File: src/hdl/stsr_pkg.sv
// Shared types and constants for the sorted table search block.
// No dependencies; imported by stsr_search_ctrl and the top module.
`timescale 1ns / 1ps

package stsr_pkg;

  localparam int unsigned TableDepthDef = 1024;
  localparam int unsigned ValueWidthDef = 32;

  localparam int unsigned IdxW    = 10;  // entry_index field
  localparam int unsigned SizeW   = 11;  // table_size register
  localparam int unsigned RankW   = 11;  // rank field
  localparam int unsigned StatusW = 2;

  localparam int unsigned OutDataW = ((RankW + 7) / 8) * 8;

  typedef enum logic {
    OP_WRITE  = 1'b0,
    OP_SEARCH = 1'b1
  } op_e;

  typedef enum logic [StatusW-1:0] {
    STATUS_HIT   = 2'd0,
    STATUS_MISS  = 2'd1,
    STATUS_EMPTY = 2'd2
  } status_e;

  typedef enum logic [1:0] {
    ST_IDLE,
    ST_PROBE,
    ST_OUT
  } state_e;

  typedef struct packed {
    status_e           status;
    logic [RankW-1:0]  rank;
  } res_t;

endpackage

File: src/hdl/stsr_search_ctrl.sv
// Bisection sequencer: one probe per cycle through the shared compare unit.
// Uses stsr_pkg; drives the read address of stsr_table_ram.
`timescale 1ns / 1ps

module stsr_search_ctrl import stsr_pkg::*; #(
  parameter int unsigned Depth  = TableDepthDef,
  parameter int unsigned Width  = ValueWidthDef,
  localparam int unsigned AddrW = $clog2(Depth),
  localparam int unsigned CntW  = AddrW + 1
) (
  input  logic             clk_i,
  input  logic             rst_ni,
  input  logic             start_i,   // search item accepted
  input  logic [Width-1:0] key_i,
  input  logic [SizeW-1:0] size_i,
  input  logic [Width-1:0] rdata_i,
  input  logic             take_i,    // output register can load
  output logic [AddrW-1:0] raddr_o,
  output logic             ready_o,
  output logic             done_o,
  output res_t             res_o
);

  state_e state_q, state_d;

  logic [AddrW-1:0] lo_q, lo_d, hi_q, hi_d, mid_q, mid_d;
  logic [Width-1:0] key_q;
  res_t             res_q, res_d;

  logic [CntW-1:0]  n;
  logic             hit, key_above, at_hi, at_lo;
  logic [AddrW:0]   sum_up, sum_dn;
  logic [AddrW-1:0] mid_up, mid_dn, lo_inc, hi_dec, first_hi;
  logic [AddrW:0]   first_sum;

  // Saturate the loaded size to the table depth
  always_comb begin
    if (32'(size_i) > 32'(Depth)) begin
      n = CntW'(Depth);
    end else begin
      n = CntW'(size_i);
    end
  end

  // Shared compare unit
  assign hit       = (rdata_i == key_q);
  assign key_above = ($signed(key_q) > $signed(rdata_i));
  assign at_hi     = (mid_q == hi_q);
  assign at_lo     = (mid_q == lo_q);

  assign lo_inc    = mid_q + AddrW'(1);
  assign hi_dec    = mid_q - AddrW'(1);
  assign sum_up    = {1'b0, lo_inc} + {1'b0, hi_q};
  assign sum_dn    = {1'b0, lo_q} + {1'b0, hi_dec};
  assign mid_up    = sum_up[AddrW:1];
  assign mid_dn    = sum_dn[AddrW:1];

  assign first_hi  = AddrW'(n - CntW'(1));
  assign first_sum = {1'b0, first_hi};
  assign raddr_o   = mid_d;

  // Next state
  always_comb begin
    state_d = state_q;
    unique case (state_q)
      ST_IDLE: begin
        if (start_i) begin
          state_d = (n == '0) ? ST_OUT : ST_PROBE;
        end
      end
      ST_PROBE: begin
        if (hit || (key_above && at_hi) || (!key_above && at_lo)) begin
          state_d = ST_OUT;
        end
      end
      ST_OUT: begin
        if (take_i) begin
          state_d = ST_IDLE;
        end
      end
      default: state_d = ST_IDLE;
    endcase
  end

  // Datapath and outputs
  always_comb begin
    lo_d  = lo_q;
    hi_d  = hi_q;
    mid_d = mid_q;
    res_d = res_q;
    unique case (state_q)
      ST_IDLE: begin
        if (start_i) begin
          lo_d  = '0;
          hi_d  = first_hi;
          mid_d = first_sum[AddrW:1];
          res_d = '{status: STATUS_EMPTY, rank: '0};
        end
      end
      ST_PROBE: begin
        if (hit) begin
          res_d = '{status: STATUS_HIT, rank: RankW'(mid_q)};
        end else if (key_above) begin
          if (at_hi) begin
            res_d = '{status: STATUS_MISS, rank: RankW'(CntW'(mid_q) + CntW'(1))};
          end else begin
            lo_d  = lo_inc;
            mid_d = mid_up;
          end
        end else begin
          if (at_lo) begin
            // below the lowest probe: step back one, floored at slot zero
            res_d = '{status: STATUS_MISS,
                      rank: (mid_q == '0) ? '0 : RankW'(hi_dec)};
          end else begin
            hi_d  = hi_dec;
            mid_d = mid_dn;
          end
        end
      end
      default: ;
    endcase
  end

  assign ready_o = (state_q == ST_IDLE);
  assign done_o  = (state_q == ST_OUT);
  assign res_o   = res_q;

  always_ff @(posedge clk_i or negedge rst_ni) begin
    if (!rst_ni) begin
      state_q <= ST_IDLE;
    end else begin
      state_q <= state_d;
    end
  end

  always_ff @(posedge clk_i) begin
    lo_q  <= lo_d;
    hi_q  <= hi_d;
    mid_q <= mid_d;
    res_q <= res_d;
    if (start_i && (state_q == ST_IDLE)) begin
      key_q <= key_i;
    end
  end

endmodule

File: config.mk
export PLATFORM = sky130hd
export DESIGN_NAME = stsr_search_ctrl
export DESIGN_NICKNAME = d
export VERILOG_FILES = /design/src/hdl/stsr_pkg.sv /design/src/hdl/stsr_search_ctrl.sv
export SDC_FILE = /design/constraint.sdc
export NUM_CORES = 1
export LEC_CHECK = 0
export ABC_AREA = 1
export ABC_CLOCK_PERIOD_IN_PS = 8900
export BUFFER_PORTS_ARGS = -buffer_cell sky130_fd_sc_hd__buf_2
export CAP_MARGIN = 20
export CORE_MARGIN = 5
export CORE_UTILIZATION = 55
export CTS_CLUSTER_DIAMETER = 40
export DETAILED_ROUTE_END_ITERATION = 8
export PLACE_DENSITY = 0.83
export SKIP_LAST_GASP = 1
export SLEW_MARGIN = 10
export SYNTH_ARGS = -nofsm -noshare
export SYNTH_HDL_FRONTEND = slang
export SYNTH_SLANG_ARGS = --single-unit
File: constraint.sdc
create_clock -name clk_i -period 8.9 [get_ports clk_i]
set_clock_uncertainty 0.05 [all_clocks]
set_input_delay 1.78 -clock clk_i [delete_from_list [all_inputs] [get_ports clk_i]]
set_output_delay 1.78 -clock clk_i [all_outputs]
set_load 0.01 [all_outputs]
==> results of run 1 <==
[metrics by stage]
step	utilization	hold WS [ns]	setup WS (ns)	total power, mW
after floorplan	-	0.499	3.04	2.09
after global placement	0.621	0.520	3.07	2.59
after detailed placement	0.621	0.546	2.99	2.62
final	0.649	0.546	2.94	3.06
after CTS	0.648	0.556	2.99	3.01
after global routing	0.649	0.612	2.72	3.30
[worst paths after layout]
kind,endpoint,cells past startpoint,from,slack [ns]
setup / recovery,raddr_o[7],14,size_i[9],2.94
hold / removal,state_q[1]$_DFFE_PN0P_,3,state_q[0]$_DFFE_PN0P_,0.55
setup reg to reg,lo_q[4]$_SDFFCE_PN0P_,13,key_q[31]$_DFFE_PP_,5.41
min in group asynchronous,state_q[1]$_DFFE_PN0P_,1,rst_ni,1.16
max in group asynchronous,state_q[0]$_DFFE_PN0P_,1,rst_ni,7.55
hold reg to reg,state_q[1]$_DFFE_PN0P_,3,state_q[0]$_DFFE_PN0P_,0.55
[power groups by stage]
stage / sequential (mW) / combinational (mW) / clock, mW
2_1_floorplan: 0.673 / 1.41 / 0
3_3_place_gp: 0.727 / 1.86 / 0
3_5_place_dp: 0.732 / 1.89 / 0
4_1_cts: 0.725 / 1.91 / 0.373
5_1_grt: 0.744 / 2.17 / 0.389
6_report: 0.730 / 1.96 / 0.373
[sequential cells by signal, summed over array words and instances (netlist names)]
name,cells
lo_q,10
hi_q,10
mid_q,10
res_o,13
state_q,2
key_q,32
[cell families after synthesis]
logic type	count (synthesis)	share of synthesized area
AO/OA/AOI/OAI	111	0.0972
XOR/XNOR	40	0.0566
adder cells (fa/ha/maj)	58	0.120
buffers and inverters	153	0.0984
flip-flops	77	0.356
AND/OR/NAND/NOR	393	0.272
[area by class of cell]
type	count	area, µm²	share of cell area
timing repair buffer	106	538	0.0758
clock buffer	10	229	0.0323
sequential	77	2200	0.310
multi-input combinational	602	3390	0.477
inverter	132	495	0.0698
tap	140	175	0.0247
clock inverter	6	68.8	0.00970
[critical path: cells and delay by family]
kind                       cells  cell delay [ns]
AOI/OAI and AO/OA              2             0.65
adders and majority gates      1             0.27
xor gates and xnor gates       1             0.36
and+or+nand+nor                7             0.73
buffers and inverters          3             0.31
[per-layer routing]
metal	share of wire	track usage	routed length (µm)
met1	0.41	0.322	6880
met2	0.45	0.414	7580
met3	0.099	0.0538	1670
met4	0.047	0.116	788
met5	0	0	0
[Yosys cell counts, types with 2 or more instances]
library cell               number
sky130_fd_sc_hd__o21bai_1       4
sky130_fd_sc_hd__nor2_1        81
sky130_fd_sc_hd__buf_2         10
sky130_fd_sc_hd__o22ai_1        2
sky130_fd_sc_hd__nand2_1      209
sky130_fd_sc_hd__or2_2          3
sky130_fd_sc_hd__fa_1           2
sky130_fd_sc_hd__buf_6          2
sky130_fd_sc_hd__xor2_1        31
sky130_fd_sc_hd__ha_1          56
sky130_fd_sc_hd__o21ai_2        3
sky130_fd_sc_hd__o21ai_0       44
sky130_fd_sc_hd__nor3_1        12
sky130_fd_sc_hd__a21oi_1       43
sky130_fd_sc_hd__a21o_1         4
sky130_fd_sc_hd__nand2_2        5
sky130_fd_sc_hd__inv_2          3
sky130_fd_sc_hd__nand3_1       54
sky130_fd_sc_hd__or2_1          2
sky130_fd_sc_hd__buf_4          2
sky130_fd_sc_hd__dfrtp_1        2
sky130_fd_sc_hd__edfxtp_1      65
sky130_fd_sc_hd__inv_1        129
sky130_fd_sc_hd__xnor2_1        9
sky130_fd_sc_hd__nand4_1       19
sky130_fd_sc_hd__o21ai_1        6
sky130_fd_sc_hd__dfxtp_1       10
sky130_fd_sc_hd__nand3b_1       3
sky130_fd_sc_hd__clkbuf_1       6
==> reports/qor.tcl, run 1 <==
set qor(post_route_cells_drive_above_1_share) 0.150
set qor(critical_path_class) {input port to primary output}
set qor(dp.cells) 1056
set qor(hold_viol) 0
set qor(detailroute.via_count) 6034
set qor(critical_path_source_type) {input port}
set qor(cellLeakagePower_nw) 3.60
set qor(remaining_design_rule_violation_count) 0
set qor(final.period_utilization) 0.669
set qor(cp_peak_stage_delay_ns) 0.57
set qor(final-setup-viol-count) 0
set qor(final_std_cell_area_no_fill_um2) 7090
set qor(timing.critical_path.fanout_max) 13
set qor(globalRouteTotalUtil) 0.253
set qor(synth_top_flop_cell) {sky130_fd_sc_hd__edfxtp_1}
set qor(route.detailed.wl_per_inst_um) 15.8
set qor(synth_cell_type_count) 40
set qor(ir_worst_vdd_mv) 0.312
set qor(tritoncts) {built}
set qor(total_die_area_um2) 13500
set qor(ctsLongestPathBuffers) 2
set qor(die_w_um) 116
set qor(inserted_clock_buffers) 9
set qor(worst_skew_pair.late_latency_ns) 0.34
set qor(most_prevalent_standard_cell_on_the_critical_path) {sky130_fd_sc_hd__nand2_1}
set qor(crit_chain) {buf_2 -> nor2_1 -> nand3_1 -> o21ai_1 -> nand2_1 -> ha_1 -> nand2_1 -> nor2_1 -> xnor2_1 -> nand2_1 -> o21ai_0 -> inv_1 -> nand3_1 -> buf_2}
set qor(synth.yosys.warnings) 0
set qor(drt_first_iter_violations) 574
set qor(yosysTopAreaCellShare) 0.315
set qor(maxSlewHeadroom) 0.251
set qor(ios) 104
set qor(core_area_um2) 10900
set qor(power_frac_clock) 0.122
set qor(max-cap-violations) 0
set qor(postCtsHoldBufs) 0
set qor(first_global_vias) 5559
set qor(most-common-layout-cells) {sky130_fd_sc_hd__nand2_1 (209), sky130_fd_sc_hd__inv_1 (129), sky130_fd_sc_hd__buf_2 (103)}
set qor(drt-vias-per-instance) 5.62
set qor(final_net_count) 1065
set qor(cts.repair.resized) 0
set qor(globalplace.congestion) 1.00
set qor(achievable-frequency_mhz) 168
set qor(timing.critical_path.arrival_ns) 4.13
set qor(rows) 38
set qor(initial_utilization) 0.566
set qor(placement.cell_area_um2) 6790
set qor(antenna_cells_inserted) 0
set qor(net-switching-power_mw) 1.56
set qor(synthArstFlopShare) 0.0260
set qor(p_sw_frac) 0.510
set qor(period_needed_ns) 5.96
set qor(syn2layout_area_growth_pct) 14.6
set qor(critPathCaptureType) {primary output}
set qor(seq_power_share) 0.238
set qor(clockRootBuffer) {sky130_fd_sc_hd__clkbuf_16}
set qor(post_cts.repair.setup_buffers) 0
set qor(rsz_0062_raised_after_global_routing) {no}
set qor(die_height_um) 116
set qor(setup_tns_ns) 0
set qor(port_buffers) 103
set qor(ctsHtreeMaxLevel) 3
set qor(post_synth.cell_area_avg_um2) 7.44
set qor(final-instance-count-excl-fill) 1073
set qor(grt_max_degree) 34
set qor(hold_class) {flop to flop}
set qor(wl_um) 16900
set qor(synth_nets) 969
set qor(power.internal_mw) 1.50
set qor(cts.sinks) 77
set qor(clk_pin_slew_ns) 0.06
set qor(synth-seq-cells) 77
set qor(syn-cell-area_um2) 6190
set qor(actual_transition_at_the_worst_max_transition_pin_ns) 1.12
set qor(final.fill_count) 971
set qor(netlist_instances) 832
set qor(grt_overflow) 0
set qor(synth_sequential_area_ratio) 0.356
set qor(placed_wire_length_estimate_um) 13300
set qor(antenna_found_initial) 0
set qor(firstDrtPassIters) 6
set qor(synth_top_area_cell) {sky130_fd_sc_hd__edfxtp_1}
set qor(most_frequent_standard_cell_in_the_layout_excluding_fill_and_tap_cells) {sky130_fd_sc_hd__nand2_1}
set qor(synth_edf_count) 65
set qor(outcome) {completed}
set qor(synth.area.top_cells) {sky130_fd_sc_hd__edfxtp_1 (32%), sky130_fd_sc_hd__nand2_1 (13%), sky130_fd_sc_hd__ha_1 (11%)}
set qor(cp_data_required_time_ns) 7.07
set qor(p_comb_frac) 0.640
set qor(postRouteAntennaNets) 0
set qor(wire_length_of_the_first_global_routing_pass_um) 26500
set qor(timing_max_transition_violations_final) 0
set qor(pwr_density_cell_nw_per_um2) 431
set qor(slowest_stage) {sky130_fd_sc_hd__o21ai_1}
Note: power is estimated with default switching activity, not from simulation.
==> run 2, diff against run 1 <==
--- a/config.mk
+++ b/config.mk
@@ -6,7 +6,7 @@
 export NUM_CORES = 1
 export LEC_CHECK = 0
 export ABC_AREA = 1
-export ABC_CLOCK_PERIOD_IN_PS = 8900
+export ABC_CLOCK_PERIOD_IN_PS = 6220
 export BUFFER_PORTS_ARGS = -buffer_cell sky130_fd_sc_hd__buf_2
 export CAP_MARGIN = 20
 export CORE_MARGIN = 5
==> constraint.sdc (replaced) <==
create_clock -name clk_i -period 6.22 [get_ports clk_i]
set_clock_uncertainty 0.05 [all_clocks]
set_input_delay 1.244 -clock clk_i [delete_from_list [all_inputs] [get_ports clk_i]]
set_output_delay 1.244 -clock clk_i [all_outputs]
set_load 0.01 [all_outputs]
==> reports/qor.tcl, run 2 (synthesis gave the netlist of run 1 again) <==
set qor(timing.critical_path.fanout_max) 10 ;# -3
set qor(postCtsHoldBufs) 0 ;# unchanged
set qor(pwr_density_cell_nw_per_um2) 617 ;# +43%
set qor(final.fill_count) 953 ;# -1.9%
set qor(rsz_0062_raised_after_global_routing) {no}
set qor(ctsHtreeMaxLevel) 3 ;# unchanged
set qor(port_buffers) 103 ;# unchanged
set qor(most-common-layout-cells) {sky130_fd_sc_hd__nand2_1 (209), sky130_fd_sc_hd__inv_1 (129), sky130_fd_sc_hd__buf_2 (103)}
set qor(placement.cell_area_um2) 6790 ;# unchanged
set qor(route.detailed.wl_per_inst_um) 16.1 ;# +2.0%
set qor(postRouteAntennaNets) 0 ;# unchanged
set qor(r2r_setup_slack_ns) 2.62 ;# -2.79 ns
set qor(cts.repair.resized) 0 ;# unchanged
set qor(final_std_cell_area_no_fill_um2) 7060 ;# -0.42%
set qor(post_cts.repair.setup_buffers) 0 ;# unchanged
set qor(syn2layout_area_growth_pct) 14.1
set qor(clk_pin_slew_ns) 0.06 ;# about the same
set qor(final-instance-count-excl-fill) 1073 ;# unchanged
set qor(core_area_um2) 10900 ;# unchanged
set qor(cts.sinks) 77 ;# unchanged
set qor(antenna_cells_inserted) 0 ;# unchanged
set qor(grt_overflow) 0 ;# unchanged
set qor(critical_path_source_type) {flop}
set qor(period_needed_ns) 5.06
set qor(initial_utilization) 0.566 ;# unchanged
set qor(ctsLongestPathBuffers) 2 ;# unchanged
set qor(most_frequent_standard_cell_in_the_layout_excluding_fill_and_tap_cells) {sky130_fd_sc_hd__nand2_1}
set qor(timing_max_transition_violations_final) 0 ;# unchanged
set qor(hold_class) {flop to flop}
set qor(actual_transition_at_the_worst_max_transition_pin_ns) 1.10 ;# -0.0249 ns
set qor(drt-vias-per-instance) 5.58 ;# -0.83%
set qor(dp.cells) 1056 ;# unchanged
set qor(final.period_utilization) 0.814
set qor(fin_hold_ws_ns) 0.561 ;# +0.0147 ns
set qor(inserted_clock_buffers) 9 ;# unchanged
set qor(wl_um) 17300 ;# +2.0%
set qor(globalRouteTotalUtil) 0.259 ;# +0.00587
set qor(outcome) {completed}
set qor(rows) 38 ;# unchanged
set qor(ir_worst_vdd_mv) 0.432 ;# +38%
set qor(ios) 104 ;# unchanged
set qor(achievable-frequency_mhz) 198
set qor(die_height_um) 116 ;# unchanged
set qor(total_die_area_um2) 13500 ;# unchanged
set qor(cp_data_required_time_ns) 4.93 ;# -2.14 ns
set qor(top_register) {key_q}
set qor(post_route_cells_drive_above_1_share) 0.149 ;# -0.00107
set qor(final_net_count) 1065 ;# unchanged
set qor(die_w_um) 116 ;# unchanged
set qor(drt_first_iter_violations) 597 ;# +4.0%
set qor(area_of_combinational_cells_with_multiple_inputs_um2) 3390 ;# unchanged
set qor(wire_length_of_the_first_global_routing_pass_um) 27200 ;# +2.7%
set qor(number_of_flip_flops_in_the_largest_register) 32 ;# unchanged
set qor(setup_tns_ns) 0 ;# unchanged
set qor(worst_skew_pair.late_latency_ns) 0.34 ;# about the same
set qor(timing.critical_path.arrival_ns) 3.77 ;# -0.36 ns
set qor(cellLeakagePower_nw) 3.59 ;# -0.36%
set qor(placed_wire_length_estimate_um) 13400 ;# +1.3%
set qor(firstDrtPassIters) 6 ;# unchanged
set qor(remaining_design_rule_violation_count) 0 ;# unchanged
set qor(critical_path_class) {flop to primary output}
set qor(clockRootBuffer) {sky130_fd_sc_hd__clkbuf_16}
set qor(maxSlewHeadroom) 0.267 ;# +0.0166
set qor(antenna_found_initial) 0 ;# unchanged
set qor(grt_max_degree) 29 ;# -15%
set qor(detailroute.via_count) 5984 ;# -0.83%
set qor(final_core_utilization) 0.646 ;# -0.00275
set qor(max-cap-violations) 0 ;# unchanged
set qor(critPathCaptureType) {primary output}
set qor(seqCellArea_um2) 2200 ;# unchanged
set qor(globalplace.congestion) 1.01 ;# +1.1%
set qor(tritoncts) {built}
set qor(final-setup-viol-count) 0 ;# unchanged
set qor(hold_viol) 0 ;# unchanged
set qor(first_global_vias) 5710 ;# +2.7%
==> run 2: cell types whose count changed in the layout (fill, tap and decap cells not counted) <==
cell	before	now
sky130_fd_sc_hd__buf_4	3	2
sky130_fd_sc_hd__bufinv_16	1	0
sky130_fd_sc_hd__clkbuf_4	0	1
sky130_fd_sc_hd__clkinv_1	0	1
sky130_fd_sc_hd__clkinv_2	1	2
sky130_fd_sc_hd__clkinv_4	1	0
==> run 2: worst paths after layout <==
check / start / endpoint / depth (start not counted)
worst min-delay path: state_q[0]$_DFFE_PN0P_ / state_q[1]$_DFFE_PN0P_ / 3
worst max register to register: state_q[1]$_DFFE_PN0P_ / lo_q[0]$_SDFFCE_PN0P_ / 5
worst min register to register: state_q[0]$_DFFE_PN0P_ / state_q[1]$_DFFE_PN0P_ / 3
max in group asynchronous: rst_ni / state_q[0]$_DFFE_PN0P_ / 1
min in group asynchronous: rst_ni / state_q[1]$_DFFE_PN0P_ / 1
worst max-delay path: mid_q[1]$_DFF_P_ / raddr_o[8] / 18
==> run 2: report_power, final <==
part / internal, mW / total [mW] / switching, mW
logic: 0.982 / 2.82 / 1.84
registers: 0.850 / 1.05 / 0.196
clock network: 0.270 / 0.487 / 0.217
==> run 2: cell type report <==
| type | instances | area share |
|---|---|---|
| well taps | 140 | 0.0248 |
| repair buffers | 106 | 0.0762 |
| flip-flops and latches | 77 | 0.312 |
| clock inverters | 6 | 0.00549 |
| clock buffers | 10 | 0.0324 |
| multi-input cells | 602 | 0.479 |
| inverters | 132 | 0.0701 |
==> run 2: metrics by stage <==
stage	setup slack [ns]	power [mW]
finish	1.16	4.36
global route	0.906	4.72
CTS	1.26	4.27
detailed placement	1.40	3.76
global placement	1.46	3.70
floorplan	1.44	2.99
==> run 2: critical path, stage by stage (launching register included) <==
cell                      delay, ns
sky130_fd_sc_hd__dfxtp_1       0.58
sky130_fd_sc_hd__ha_1          0.27
sky130_fd_sc_hd__nand3_1       0.18
sky130_fd_sc_hd__nor3_1        0.42
sky130_fd_sc_hd__nand3_1       0.16
sky130_fd_sc_hd__nand2_1       0.14
sky130_fd_sc_hd__inv_1         0.08
sky130_fd_sc_hd__ha_1          0.29
sky130_fd_sc_hd__inv_1         0.10
sky130_fd_sc_hd__nor3_1        0.28
sky130_fd_sc_hd__nand3_1       0.14
sky130_fd_sc_hd__nand3_1       0.13
sky130_fd_sc_hd__xnor2_1       0.12
sky130_fd_sc_hd__nand2_1       0.07
sky130_fd_sc_hd__nand2_1       0.06
sky130_fd_sc_hd__nand2_1       0.04
sky130_fd_sc_hd__nand3_1       0.10
sky130_fd_sc_hd__nand3_1       0.10
sky130_fd_sc_hd__buf_2         0.16
==> run 2: metal layers <==
metal,vias to the layer above,global-route usage,wire [µm]
met3,76,0.0433,1680
met2,349,0.435,8040
met5,-,0,0
li1,2908,-,-
met1,2651,0.328,6840
met4,0,0.116,706
==> run 3, diff against run 2 <==
--- a/config.mk
+++ b/config.mk
@@ -6,11 +6,11 @@
 export NUM_CORES = 1
 export LEC_CHECK = 0
 export ABC_AREA = 1
-export ABC_CLOCK_PERIOD_IN_PS = 6220
+export ABC_CLOCK_PERIOD_IN_PS = 4300
 export BUFFER_PORTS_ARGS = -buffer_cell sky130_fd_sc_hd__buf_2
 export CAP_MARGIN = 20
 export CORE_MARGIN = 5
-export CORE_UTILIZATION = 55
+export CORE_UTILIZATION = 52
 export CTS_CLUSTER_DIAMETER = 40
 export DETAILED_ROUTE_END_ITERATION = 8
 export PLACE_DENSITY = 0.83
==> constraint.sdc (replaced) <==
create_clock -name clk_i -period 4.3 [get_ports clk_i]
set_clock_uncertainty 0.05 [all_clocks]
set_input_delay 0.86 -clock clk_i [delete_from_list [all_inputs] [get_ports clk_i]]
set_output_delay 0.86 -clock clk_i [all_outputs]
set_load 0.01 [all_outputs]
==> reports/qor.tcl, run 3 (synthesis gave the netlist of run 1 again) <==
set qor(outcome) {completed}
set qor(setup_tns_ns) 0 ;# unchanged
set qor(final.period_utilization) 0.996
set qor(most_frequent_standard_cell_in_the_layout_excluding_fill_and_tap_cells) {sky130_fd_sc_hd__nand2_1}
set qor(final_net_count) 1089 ;# +2.3%
set qor(drt_first_iter_violations) 609 ;# +2.0%
set qor(placed_wire_length_estimate_um) 14400 ;# +6.9%
set qor(grt_max_degree) 33 ;# +14%
set qor(clk_pin_slew_ns) 0.06 ;# about the same
set qor(globalplace.congestion) 1.08 ;# +6.4%
set qor(critical_path.reg2reg.endpoint) {mid_q[4]$_DFF_P_}
set qor(postRouteAntennaNets) 0 ;# unchanged
set qor(cellLeakagePower_nw) 3.72 ;# +3.6%
set qor(detailroute.via_count) 6113 ;# +2.2%
set qor(hold_viol) 0 ;# unchanged
set qor(final-setup-viol-count) 0 ;# unchanged
set qor(critical_path_class) {flop to primary output}
set qor(timing.critical_path.fanout_max) 8 ;# -2
set qor(post_route_cells_drive_above_1_share) 0.181 ;# +0.0318
set qor(final-instance-count-excl-fill) 1101 ;# +2.6%
set qor(ios) 104 ;# unchanged
set qor(initial_utilization) 0.535 ;# -0.0308
set qor(cp_data_required_time_ns) 3.39 ;# -1.54 ns
set qor(achievable-frequency_mhz) 233
set qor(maxSlewHeadroom) 0.526 ;# +0.258
set qor(cts.sinks) 77 ;# unchanged
set qor(timing.critical_path.arrival_ns) 3.37 ;# -0.40 ns
set qor(fin_hold_ws_ns) 0.246 ;# -0.315 ns
set qor(ctsLongestPathBuffers) 2 ;# unchanged
set qor(rsz_0062_raised_after_global_routing) {yes}
set qor(ir_worst_vdd_mv) 0.663 ;# +54%
set qor(remaining_design_rule_violation_count) 0 ;# unchanged
set qor(globalRouteTotalUtil) 0.253 ;# -0.00603
set qor(final_std_cell_area_no_fill_um2) 7320 ;# +3.6%
set qor(r2r_setup_slack_ns) 1.24 ;# -1.38 ns
set qor(syn2layout_area_growth_pct) 18.3
set qor(tritoncts) {built}
set qor(grt_overflow) 0 ;# unchanged
set qor(most-common-layout-cells) {sky130_fd_sc_hd__nand2_1 (208), sky130_fd_sc_hd__inv_1 (129), sky130_fd_sc_hd__buf_2 (103)}
set qor(die_height_um) 119 ;# +2.6%
set qor(critPathCaptureType) {primary output}
set qor(hold_class) {input port to asynchronous set/reset pin}
set qor(wl_um) 18200 ;# +5.4%
set qor(timing_max_transition_violations_final) 0 ;# unchanged
set qor(wire_length_of_the_first_global_routing_pass_um) 28400 ;# +4.3%
set qor(period_needed_ns) 4.28
set qor(r2r-start) {mid_q[1]$_DFF_P_}
set qor(port_buffers) 103 ;# unchanged
set qor(firstDrtPassIters) 5 ;# -1
set qor(pwr_density_cell_nw_per_um2) 916 ;# +48%
set qor(total_die_area_um2) 14200 ;# +5.3%
set qor(place_ws_ns) 0.292 ;# -1.11 ns
set qor(setup_slack_ns) 0.0165 ;# -1.14 ns
set qor(top_register) {key_q}
set qor(core_area_um2) 11600 ;# +5.8%
set qor(die_w_um) 119 ;# +2.6%
set qor(placement.cell_area_um2) 6960 ;# +2.5%
set qor(number_of_flip_flops_in_the_largest_register) 32 ;# unchanged
set qor(post-layout-total-power_mw) 6.70 ;# +54%
set qor(clockRootBuffer) {sky130_fd_sc_hd__clkbuf_16}
set qor(rows) 39 ;# +2.6%
set qor(ctsHtreeMaxLevel) 3 ;# unchanged
set qor(max-cap-violations) 0 ;# unchanged
set qor(worstRegToRegCells) 14 ;# +9
set qor(dp.cells) 1081 ;# +2.4%
set qor(worst_skew_pair.late_latency_ns) 0.34 ;# about the same
set qor(final_core_utilization) 0.633 ;# -0.0131
set qor(actual_transition_at_the_worst_max_transition_pin_ns) 0.709 ;# -0.390 ns
set qor(antenna_found_initial) 2 ;# +2
set qor(route.detailed.wl_per_inst_um) 16.5 ;# +2.8%
set qor(inserted_clock_buffers) 9 ;# unchanged
set qor(first_global_vias) 5670 ;# -0.70%
set qor(critical_path_source_type) {flop}
set qor(drt-vias-per-instance) 5.55 ;# -0.44%
set qor(final.fill_count) 1015 ;# +6.5%
-- run 3: cell count changes in the layout (fill, tap and decap cells not counted), moves of 2 or more --
cell,before,now
sky130_fd_sc_hd__clkinv_4,0,2
sky130_fd_sc_hd__dfxtp_2,0,3
sky130_fd_sc_hd__buf_4,2,26
sky130_fd_sc_hd__o21ai_0,44,42
sky130_fd_sc_hd__dfxtp_1,10,6
sky130_fd_sc_hd__clkinv_2,2,0
-- run 3: critical path: stages, from the launching register on --
cell and delay, ns:
sky130_fd_sc_hd__dfxtp_2 0.40, sky130_fd_sc_hd__ha_1 0.20, sky130_fd_sc_hd__nand3_1 0.14, sky130_fd_sc_hd__xor2_1 0.44
sky130_fd_sc_hd__ha_1 0.39, sky130_fd_sc_hd__nand2_1 0.10, sky130_fd_sc_hd__nand2_1 0.08, sky130_fd_sc_hd__o21bai_1 0.23
sky130_fd_sc_hd__a21oi_1 0.18, sky130_fd_sc_hd__xor2_1 0.17, sky130_fd_sc_hd__nand2_1 0.09, sky130_fd_sc_hd__nand2_1 0.10
sky130_fd_sc_hd__nand3_1 0.08, sky130_fd_sc_hd__nand3_1 0.15, sky130_fd_sc_hd__nand3_1 0.11, sky130_fd_sc_hd__buf_2 0.16
-- run 3: area by class of cell --
type / instances / area, µm² / area share
sequential: 77 / 2210 / 0.302
clock buffer: 10 / 229 / 0.0313
antenna: 1 / 2.50 / 0.000342
inverter: 132 / 495 / 0.0677
tap: 143 / 179 / 0.0244
timing repair buffer: 130 / 731 / 0.0998
multi-input combinational: 602 / 3400 / 0.465
clock inverter: 6 / 71.3 / 0.00974
-- run 3: layer usage --
| metal | GRT usage | wire length [µm] | up-vias | part of all wire |
|---|---|---|---|---|
| li1 | - | - | 2970 | - |
| met1 | 0.340 | 7410 | 2728 | 0.41 |
| met2 | 0.401 | 8190 | 357 | 0.45 |
| met3 | 0.0640 | 2080 | 56 | 0.11 |
| met4 | 0.0818 | 510 | 2 | 0.028 |
| met5 | 0 | 10 | - | 0.00055 |
-- run 3: repair_timing --
action,in CTS,in global routing
hold buffers,0,0
gates cloned,0,0
hold endpoints to repair,0,0
pin swaps,0,3
gates resized for setup,1,11
buffers inserted,0,3
endpoints found under the setup margin,1,7
-- run 3: worst max path at each step --
stage,to,depth (start not counted),slack [ns],from
5_1_grt,raddr_o[4],15,-0.05,mid_q[0]$_DFF_P_
3_5_place_dp,raddr_o[5],18,0.29,rdata_i[31]
3_3_place_gp,raddr_o[0],15,0.36,rdata_i[31]
2_1_floorplan,raddr_o[2],5,0.28,start_i
6_report,raddr_o[4],15,0.02,mid_q[1]$_DFF_P_
4_1_cts,raddr_o[4],15,0.06,mid_q[0]$_DFF_P_
-- run 3: where the power goes --
group | switching [mW] | total (mW) | internal (mW) | leakage [nW]
registers | 0.257 | 1.49 | 1.23 | 0.733
clock network | 0.322 | 0.776 | 0.454 | 0.139
logic | 2.84 | 4.44 | 1.59 | 2.85
total | 3.42 | 6.70 | 3.28 | 3.72
